===== src/rtl/hsga_pkg.sv =====
// ----------------------------------------------------------------------------
// hsga_pkg
// Types and constants shared by the controller and the datapath.
// ----------------------------------------------------------------------------
`default_nettype none

package hsga_pkg;

    localparam int NODES  = 1024;
    localparam int NODE_W = $clog2(NODES);
    localparam int GRAD_W = 48;
    localparam int TERM_W = GRAD_W + 1;
    localparam int ROW_W  = 3 * GRAD_W;

    typedef enum logic [1:0] {
        CMD_CLEAR = 2'd0,
        CMD_ADD   = 2'd1,
        CMD_READ  = 2'd2,
        CMD_NOP   = 2'd3
    } t_cmd;

    typedef enum logic {
        CFG_STIFFNESS = 1'b0,
        CFG_PLANAR    = 1'b1
    } t_cfg_idx;

    typedef enum logic [1:0] {
        MS_SQ   = 2'd0,
        MS_GRAD = 2'd1,
        MS_ELO  = 2'd2,
        MS_EHI  = 2'd3
    } t_mul_sel;

    typedef enum logic [1:0] {
        AS_A     = 2'd0,
        AS_B     = 2'd1,
        AS_Q     = 2'd2,
        AS_SWEEP = 2'd3
    } t_addr_sel;

    typedef struct packed {
        logic      capture;
        logic      sweep_wr;
        logic      mul_go;
        t_mul_sel  mul_sel;
        logic      acc_add;
        logic      div_start;
        logic      div_src_acc;
        logic      sum_upd;
        logic      term_store;
        logic [1:0] comp;
        logic      mem_rd;
        logic      mem_wr;
        t_addr_sel addr_sel;
        logic      plo_save;
        logic      energy_fin;
        logic      out_load;
    } t_dp_ctrl;

    typedef struct packed {
        t_cmd in_cmd;
        logic in_len_zero;
        logic planar;
        logic div_done;
        logic sweep_last;
        logic out_free;
    } t_dp_status;

endpackage

`default_nettype wire


===== src/rtl/hsga_ctrl.sv =====
// ----------------------------------------------------------------------------
// hsga_ctrl
// Command sequencer: drives the datapath step by step for clear, spring
// add, read and no-op commands.
// ----------------------------------------------------------------------------
`default_nettype none

module hsga_ctrl
    import hsga_pkg::*;
(
    input  wire logic       i_clk,
    input  wire logic       i_rst_n,
    input  wire logic       i_in_valid,
    output logic            o_in_stall,
    input  wire t_dp_status i_status,
    output t_dp_ctrl        o_ctrl
);

    typedef enum logic [18:0] {
        ST_SWEEP   = 19'h00001,
        ST_IDLE    = 19'h00002,
        ST_SQ_MUL  = 19'h00004,
        ST_SQ_ACC  = 19'h00008,
        ST_SQ_DST  = 19'h00010,
        ST_SQ_DIV  = 19'h00020,
        ST_SUM     = 19'h00040,
        ST_GR_MUL  = 19'h00080,
        ST_GR_DST  = 19'h00100,
        ST_GR_DIV  = 19'h00200,
        ST_GR_TERM = 19'h00400,
        ST_RD_A    = 19'h00800,
        ST_WR_A    = 19'h01000,
        ST_RD_B    = 19'h02000,
        ST_WR_B    = 19'h04000,
        ST_RD_Q    = 19'h08000,
        ST_EN_MUL  = 19'h10000,
        ST_EN_FIN  = 19'h20000,
        ST_DONE    = 19'h40000
    } t_state;

    t_state     r_state, n_state;
    logic [1:0] r_comp, n_comp;
    logic       r_reply, n_reply;
    logic [1:0] last_comp;

    assign last_comp  = i_status.planar ? 2'd1 : 2'd2;
    assign o_in_stall = (r_state != ST_IDLE);

    // next state and datapath commands
    always_comb begin
        n_state = r_state;
        n_comp  = r_comp;
        n_reply = r_reply;
        o_ctrl  = '0;
        o_ctrl.comp = r_comp;
        unique case (r_state)
            ST_SWEEP: begin
                o_ctrl.sweep_wr = 1'b1;
                o_ctrl.addr_sel = AS_SWEEP;
                if (i_status.sweep_last) begin
                    n_state = r_reply ? ST_DONE : ST_IDLE;
                end
            end
            ST_IDLE: begin
                if (i_in_valid) begin
                    o_ctrl.capture = 1'b1;
                    n_comp  = 2'd0;
                    n_reply = 1'b1;
                    unique case (i_status.in_cmd)
                        CMD_CLEAR: n_state = ST_SWEEP;
                        CMD_ADD:   n_state = i_status.in_len_zero ? ST_DONE : ST_SQ_MUL;
                        CMD_READ:  n_state = ST_RD_Q;
                        CMD_NOP:   n_state = ST_DONE;
                        default:   n_state = ST_DONE;
                    endcase
                end
            end
            ST_SQ_MUL: begin
                o_ctrl.mul_go  = 1'b1;
                o_ctrl.mul_sel = MS_SQ;
                n_state = ST_SQ_ACC;
            end
            ST_SQ_ACC: begin
                o_ctrl.acc_add = 1'b1;
                if (r_comp == 2'd2) begin
                    n_comp  = 2'd0;
                    n_state = ST_SQ_DST;
                end else begin
                    n_comp  = r_comp + 2'd1;
                    n_state = ST_SQ_MUL;
                end
            end
            ST_SQ_DST: begin
                o_ctrl.div_start   = 1'b1;
                o_ctrl.div_src_acc = 1'b1;
                n_state = ST_SQ_DIV;
            end
            ST_SQ_DIV: begin
                if (i_status.div_done) begin
                    n_state = ST_SUM;
                end
            end
            ST_SUM: begin
                o_ctrl.sum_upd = 1'b1;
                n_state = ST_GR_MUL;
            end
            ST_GR_MUL: begin
                o_ctrl.mul_go  = 1'b1;
                o_ctrl.mul_sel = MS_GRAD;
                n_state = ST_GR_DST;
            end
            ST_GR_DST: begin
                o_ctrl.div_start = 1'b1;
                n_state = ST_GR_DIV;
            end
            ST_GR_DIV: begin
                if (i_status.div_done) begin
                    n_state = ST_GR_TERM;
                end
            end
            ST_GR_TERM: begin
                o_ctrl.term_store = 1'b1;
                if (r_comp == last_comp) begin
                    n_state = ST_RD_A;
                end else begin
                    n_comp  = r_comp + 2'd1;
                    n_state = ST_GR_MUL;
                end
            end
            ST_RD_A: begin
                o_ctrl.mem_rd   = 1'b1;
                o_ctrl.addr_sel = AS_A;
                n_state = ST_WR_A;
            end
            ST_WR_A: begin
                o_ctrl.mem_wr   = 1'b1;
                o_ctrl.addr_sel = AS_A;
                n_state = ST_RD_B;
            end
            ST_RD_B: begin
                o_ctrl.mem_rd   = 1'b1;
                o_ctrl.addr_sel = AS_B;
                n_state = ST_WR_B;
            end
            ST_WR_B: begin
                o_ctrl.mem_wr   = 1'b1;
                o_ctrl.addr_sel = AS_B;
                n_state = ST_DONE;
            end
            ST_RD_Q: begin
                o_ctrl.mem_rd   = 1'b1;
                o_ctrl.addr_sel = AS_Q;
                o_ctrl.mul_go   = 1'b1;
                o_ctrl.mul_sel  = MS_ELO;
                n_state = ST_EN_MUL;
            end
            ST_EN_MUL: begin
                o_ctrl.mul_go   = 1'b1;
                o_ctrl.mul_sel  = MS_EHI;
                o_ctrl.plo_save = 1'b1;
                n_state = ST_EN_FIN;
            end
            ST_EN_FIN: begin
                o_ctrl.energy_fin = 1'b1;
                n_state = ST_DONE;
            end
            ST_DONE: begin
                if (i_status.out_free) begin
                    o_ctrl.out_load = 1'b1;
                    n_state = ST_IDLE;
                end
            end
            default: begin
                n_state = ST_SWEEP;
            end
        endcase
    end

    always_ff @(posedge i_clk) begin
        if (!i_rst_n) begin
            r_state <= ST_SWEEP;
            r_comp  <= '0;
            r_reply <= 1'b0;
        end else begin
            r_state <= n_state;
            r_comp  <= n_comp;
            r_reply <= n_reply;
        end
    end

endmodule

`default_nettype wire


===== config.mk =====
export PLATFORM = sky130hd
export DESIGN_NAME = hsga_ctrl
export DESIGN_NICKNAME = d
export VERILOG_FILES = /design/src/rtl/hsga_pkg.sv /design/src/rtl/hsga_ctrl.sv
export SDC_FILE = /design/constraint.sdc
export NUM_CORES = 1
export LEC_CHECK = 0
export BUFFER_PORTS_ARGS = -buffer_cell sky130_fd_sc_hd__buf_2
export CAP_MARGIN = 20
export CORE_UTILIZATION = 30
export DETAILED_ROUTE_END_ITERATION = 7
export MAX_ROUTING_LAYER = met4
export PLACE_DENSITY_LB_ADDON = 0.08
export SYNTH_ARGS = -nofsm -noshare
export SYNTH_HDL_FRONTEND = slang
export SYNTH_SLANG_ARGS = --single-unit

===== constraint.sdc =====
create_clock -name i_clk -period 4.6 [get_ports i_clk]
set_input_delay 0.92 -clock i_clk [delete_from_list [all_inputs] [get_ports i_clk]]
set_output_delay 0.92 -clock i_clk [all_outputs]
set_load 0.05 [all_outputs]

# Yosys cells after proc, flatten, opt, wreduce, memory -nomap -nowiden
# Cells that the tools add are included.
totals:
  regBits: 22
  inputBits: 10
  wordCells: 77
  out_inout_bits: 20
op_classes:
  n_reduce_logical: 10
  mux: 32
  n_addsub: 1
  eq_ne: 31
ops:
  columns: ["op", "count"]
  rows:
  - ["case mux 19 bit (18 select lines)", 1]
  - ["2-to-1 mux 19 bit", 7]
  - ["case mux 19 bit (4 select lines)", 1]
  - ["== test 19 x 1 -> 1 bit, second input constant", 1]
  - ["== test 19 x 10 -> 1 bit, second input constant", 1]
  - ["== test 19 x 11 -> 1 bit, second input constant", 1]
  - ["== test 19 x 12 -> 1 bit, second input constant", 1]
  - ["== test 19 x 13 -> 1 bit, second input constant", 1]
  - ["== test 19 x 14 -> 1 bit, second input constant", 1]
  - ["== test 19 x 15 -> 1 bit, second input constant", 1]
  - ["== test 19 x 16 -> 1 bit, second input constant", 1]
  - ["== test 19 x 17 -> 1 bit, second input constant", 1]
  - ["== test 19 x 18 -> 1 bit, second input constant", 1]
  - ["== test 19 bit, second input constant", 1]
  - ["== test 19 x 2 -> 1 bit, second input constant", 1]
  - ["== test 19 x 3 -> 1 bit, second input constant", 1]
  - ["== test 19 x 4 -> 1 bit, second input constant", 1]
  - ["== test 19 x 5 -> 1 bit, second input constant", 1]
  - ["== test 19 x 6 -> 1 bit, second input constant", 1]
  - ["== test 19 x 7 -> 1 bit, second input constant", 1]
  - ["== test 19 x 8 -> 1 bit, second input constant", 1]
  - ["== test 19 x 9 -> 1 bit, second input constant", 1]
  - ["inequality test 19 x 2 -> 1 bit, second input constant", 1]
  - ["2-to-1 mux 1 bit", 14]
  - ["other kinds (17)", 31]

# Longest topological paths before layout
depth:
  ltp_word: 4
  mapped_depth: 8
  depth_no_buf: 7

# Least setup slack after synthesis
# Ideal clock, no wire load.
synth_timing:
  path_type: "register to output"
  startpoint: "register r_state[12]"
  endpoint: "output port o_ctrl[1] (netlist name)"
  required_ns: 3.680
  arrival_ns: 2.713
  path_stages_with_launch: 5
  path_slack_ns: 0.967
  n_path_buf: 1
  cell_sequence: "dfxtp_1 > buf_6 > nor4_4 > nand2_1 > nor4_1"
synth_lines:
  columns: ["element", "line_no", "source"]
  rows:
  - ["from (decl)", "hsga_ctrl.sv:41", "t_state r_state, n_state;"]
  - ["from (signal assigned)", "hsga_ctrl.sv:185", "r_state <= n_state;"]
  - ["to (decl)", "hsga_ctrl.sv:16", "output t_dp_ctrl o_ctrl"]

==> flow_summary.toml <==
[status]
outcome = "completed"

[routing]
postRouteAntennaNets = 0
dr.first_iter.drc_count = 57
routedWlPerCell_um = 15.2
via_count = 1353
routed_wl_mm = 4.01
viasPerCell = 5.13
dr.pass1.iters = 4
drc_errors = 0

[clocking]
cts.sinks = 22
cts_max_level = 1
cts_buffer_depth = 2
cts_tree = "yes"
post_cts_buffers = 0
root_buffer = "clkbuf_8"
cts_inserted_buffers = 3
ctsHoldBuffers = 0
post_cts_resized = 0
clk_pin_slew_worst_paths_ns = 0.08
clock_latency_ns = 0.27

[global_routing]
grt_pass1_vias = 1271
grt_pass1_wl_mm = 6.37
overflow = 0
grt_usage = 0.161
grt_max_degree = 13
antenna_found_initial = 0

[sta]
setup_viol = 0
timing.slew.headroom = 0.577
final.period_utilization = 0.726
setup_tns_ns = 0
fmaxAchievable_ghz = 0.299
hold_violations = 0
rsz0062_at_grt = "false"
period_needed_ns = 3.34
tightest_slew_ns = 0.630
clock_skew_ns = 0.00158
drv_slew = 0

[run]
maxCapViolCount = 0

[finish]
nFillCells = 514
stdcell_count = 264
finish.utilization = 0.367
multi_input_area_um2 = 1000
nNetsFinal = 211
n_antenna_cell = 0
regArea_um2 = 440
layout-drive-gt1-share = 0.289
area_growth_pct = 15.9

[place]
place_inst = 260
portBuffers = 29
dp_hpwl_mm = 3.20
gp_congestion = 0.825

[logic_synthesis]
synthArstFlopShare = 0
synth_common_cells = "nor2_1 (24), dfxtp_1 (22), nand2_1 (10)"
ys_types = 53
netlist_area_um2 = 1510
synthTopCellsByArea = "dfxtp_1 (29%), nor2_1 (6.0%), nor4_4 (5.6%)"
synth_top_area_frac = 0.291
yosysMostFrequentCell = "nor2_1"
yosys.area.top_type = "dfxtp_1"
yosysWarnings = 0
ys.flop_type = "dfxtp_1"
synth_nets = 182
syn_inst = 169
ys_seq_elements = 22
syn_avg_cell_area_um2 = 8.96
synth_edf_count = 0
yosysSeqAreaShare = 0.291

[setup_path]
critPathArrivalTime_ns = 2.42
crit_path_max_incr_delay_ns = 0.57
cp_max_fo = 5
start_kind = "register"
crit_top_cell = "nand4_1"
crit_type = "reg2out"
cp-end-kind = "output port"
path_cells = "nor4_2, nand4_1, or4_4, nand4_1, buf_2"
worst_ep_required_time_ns = 3.68
cp_slowest_cell = "or4_4"

[floorplanning]
start_util = 0.316
die_h_um = 73.0
die_area_um2 = 5330
core_area_um2 = 4790
rows = 25
die_x_um = 73.0
ios = 30

[power]
peakVddDrop_mv = 0.205
cellLeakagePower_nw = 0.733
pwr_density_cell_nw_per_um2 = 388
power.total_w = 0.000681

[worst_hold_path]
hold_path.class = "reg2reg"
## area by class of cell
type                            count  share of cell area
Inverter                            8              0.0171
Multi-Input combinational cell    134               0.570
Tap cell                           67              0.0478
Clock buffer                        4              0.0314
Sequential cell                    22               0.251
Timing Repair Buffer               29              0.0827
## flip-flops by register name, indices dropped and copies added (netlist names)
signal	cells
r_comp	2
r_reply	1
r_state	19
## path summary, 6_finish.rpt
| kind | from | to | slack, ns | cells past startpoint |
|---|---|---|---|---|
| setup reg to reg | r_state[13]$_SDFFE_PN0P_ | r_state[13]$_SDFFE_PN0P_ | 2.15 | 6 |
| hold reg to reg | r_state[9]$_SDFFE_PN0P_ | r_state[9]$_SDFFE_PN0P_ | 0.52 | 1 |
| setup / recovery | r_state[8]$_SDFFE_PN0P_ | o_ctrl[16] | 1.26 | 5 |
| hold / removal | r_state[9]$_SDFFE_PN0P_ | r_state[9]$_SDFFE_PN0P_ | 0.52 | 1 |
## routing by layer
| layer | GRT usage | vias up | share of wire |
|---|---|---|---|
| li1 | - | 684 | - |
| met5 | - | - | 0 |
| met3 | 0.0318 | 2 | 0.063 |
| met4 | 0.0283 | 0 | 0.0042 |
| met1 | 0.217 | 624 | 0.48 |
| met2 | 0.252 | 43 | 0.45 |
## where the power goes
part	internal (W)	leakage [nW]	total (W)	switching [W]
clock network	0.0000765	0.0288	0.000143	0.0000670
logic	0.000101	0.526	0.000322	0.000221
registers	0.000200	0.178	0.000216	0.0000160
## logic make-up (layout without fill, tap and decap cells)
family                   after synthesis  count (layout)  share of synthesized area
adder cells (fa/ha/maj)                3               3                     0.0248
XOR/XNOR                               4               4                     0.0231
AO/OA/AOI/OAI                         24              24                      0.124
flip-flops                            22              22                      0.291
multiplexers                           2               2                     0.0132
AND/OR/NAND/NOR                      101             101                      0.475
buffers and inverters                 13              41                     0.0488
## worst max-delay path, delay by kind of cell, from the launching register on
family / cells / cell delay (ns)
buffers and inverters: 1 / 0.28
AND/OR/NAND/NOR: 4 / 1.52
flip-flops: 1 / 0.36
## through the flow
stage	area, um2	hold WS (ns)	worst slack, ns
final	1750	0.524	1.26
after global routing	1750	0.563	1.12
after CTS	1750	0.529	1.25
after detailed placement	1700	0.508	1.56
after global placement	1700	0.491	1.61
after floorplan	1510	0.464	0.967
## cell usage in the layout, fill, tap and decap left out, drive strengths merged, types with 4 or more instances in the layout
cell type and n:
nand2b 5, inv 8, nor2 24, nor3 10, a21oi 4, nand2 11
o21ai 5, nand3b 6, nand3 5, clkbuf 4, or2 4, dfxtp 22
nand4 4, nand4b 4, nor4 9, buf 29
Note: power is estimated with default switching activity, not from simulation.
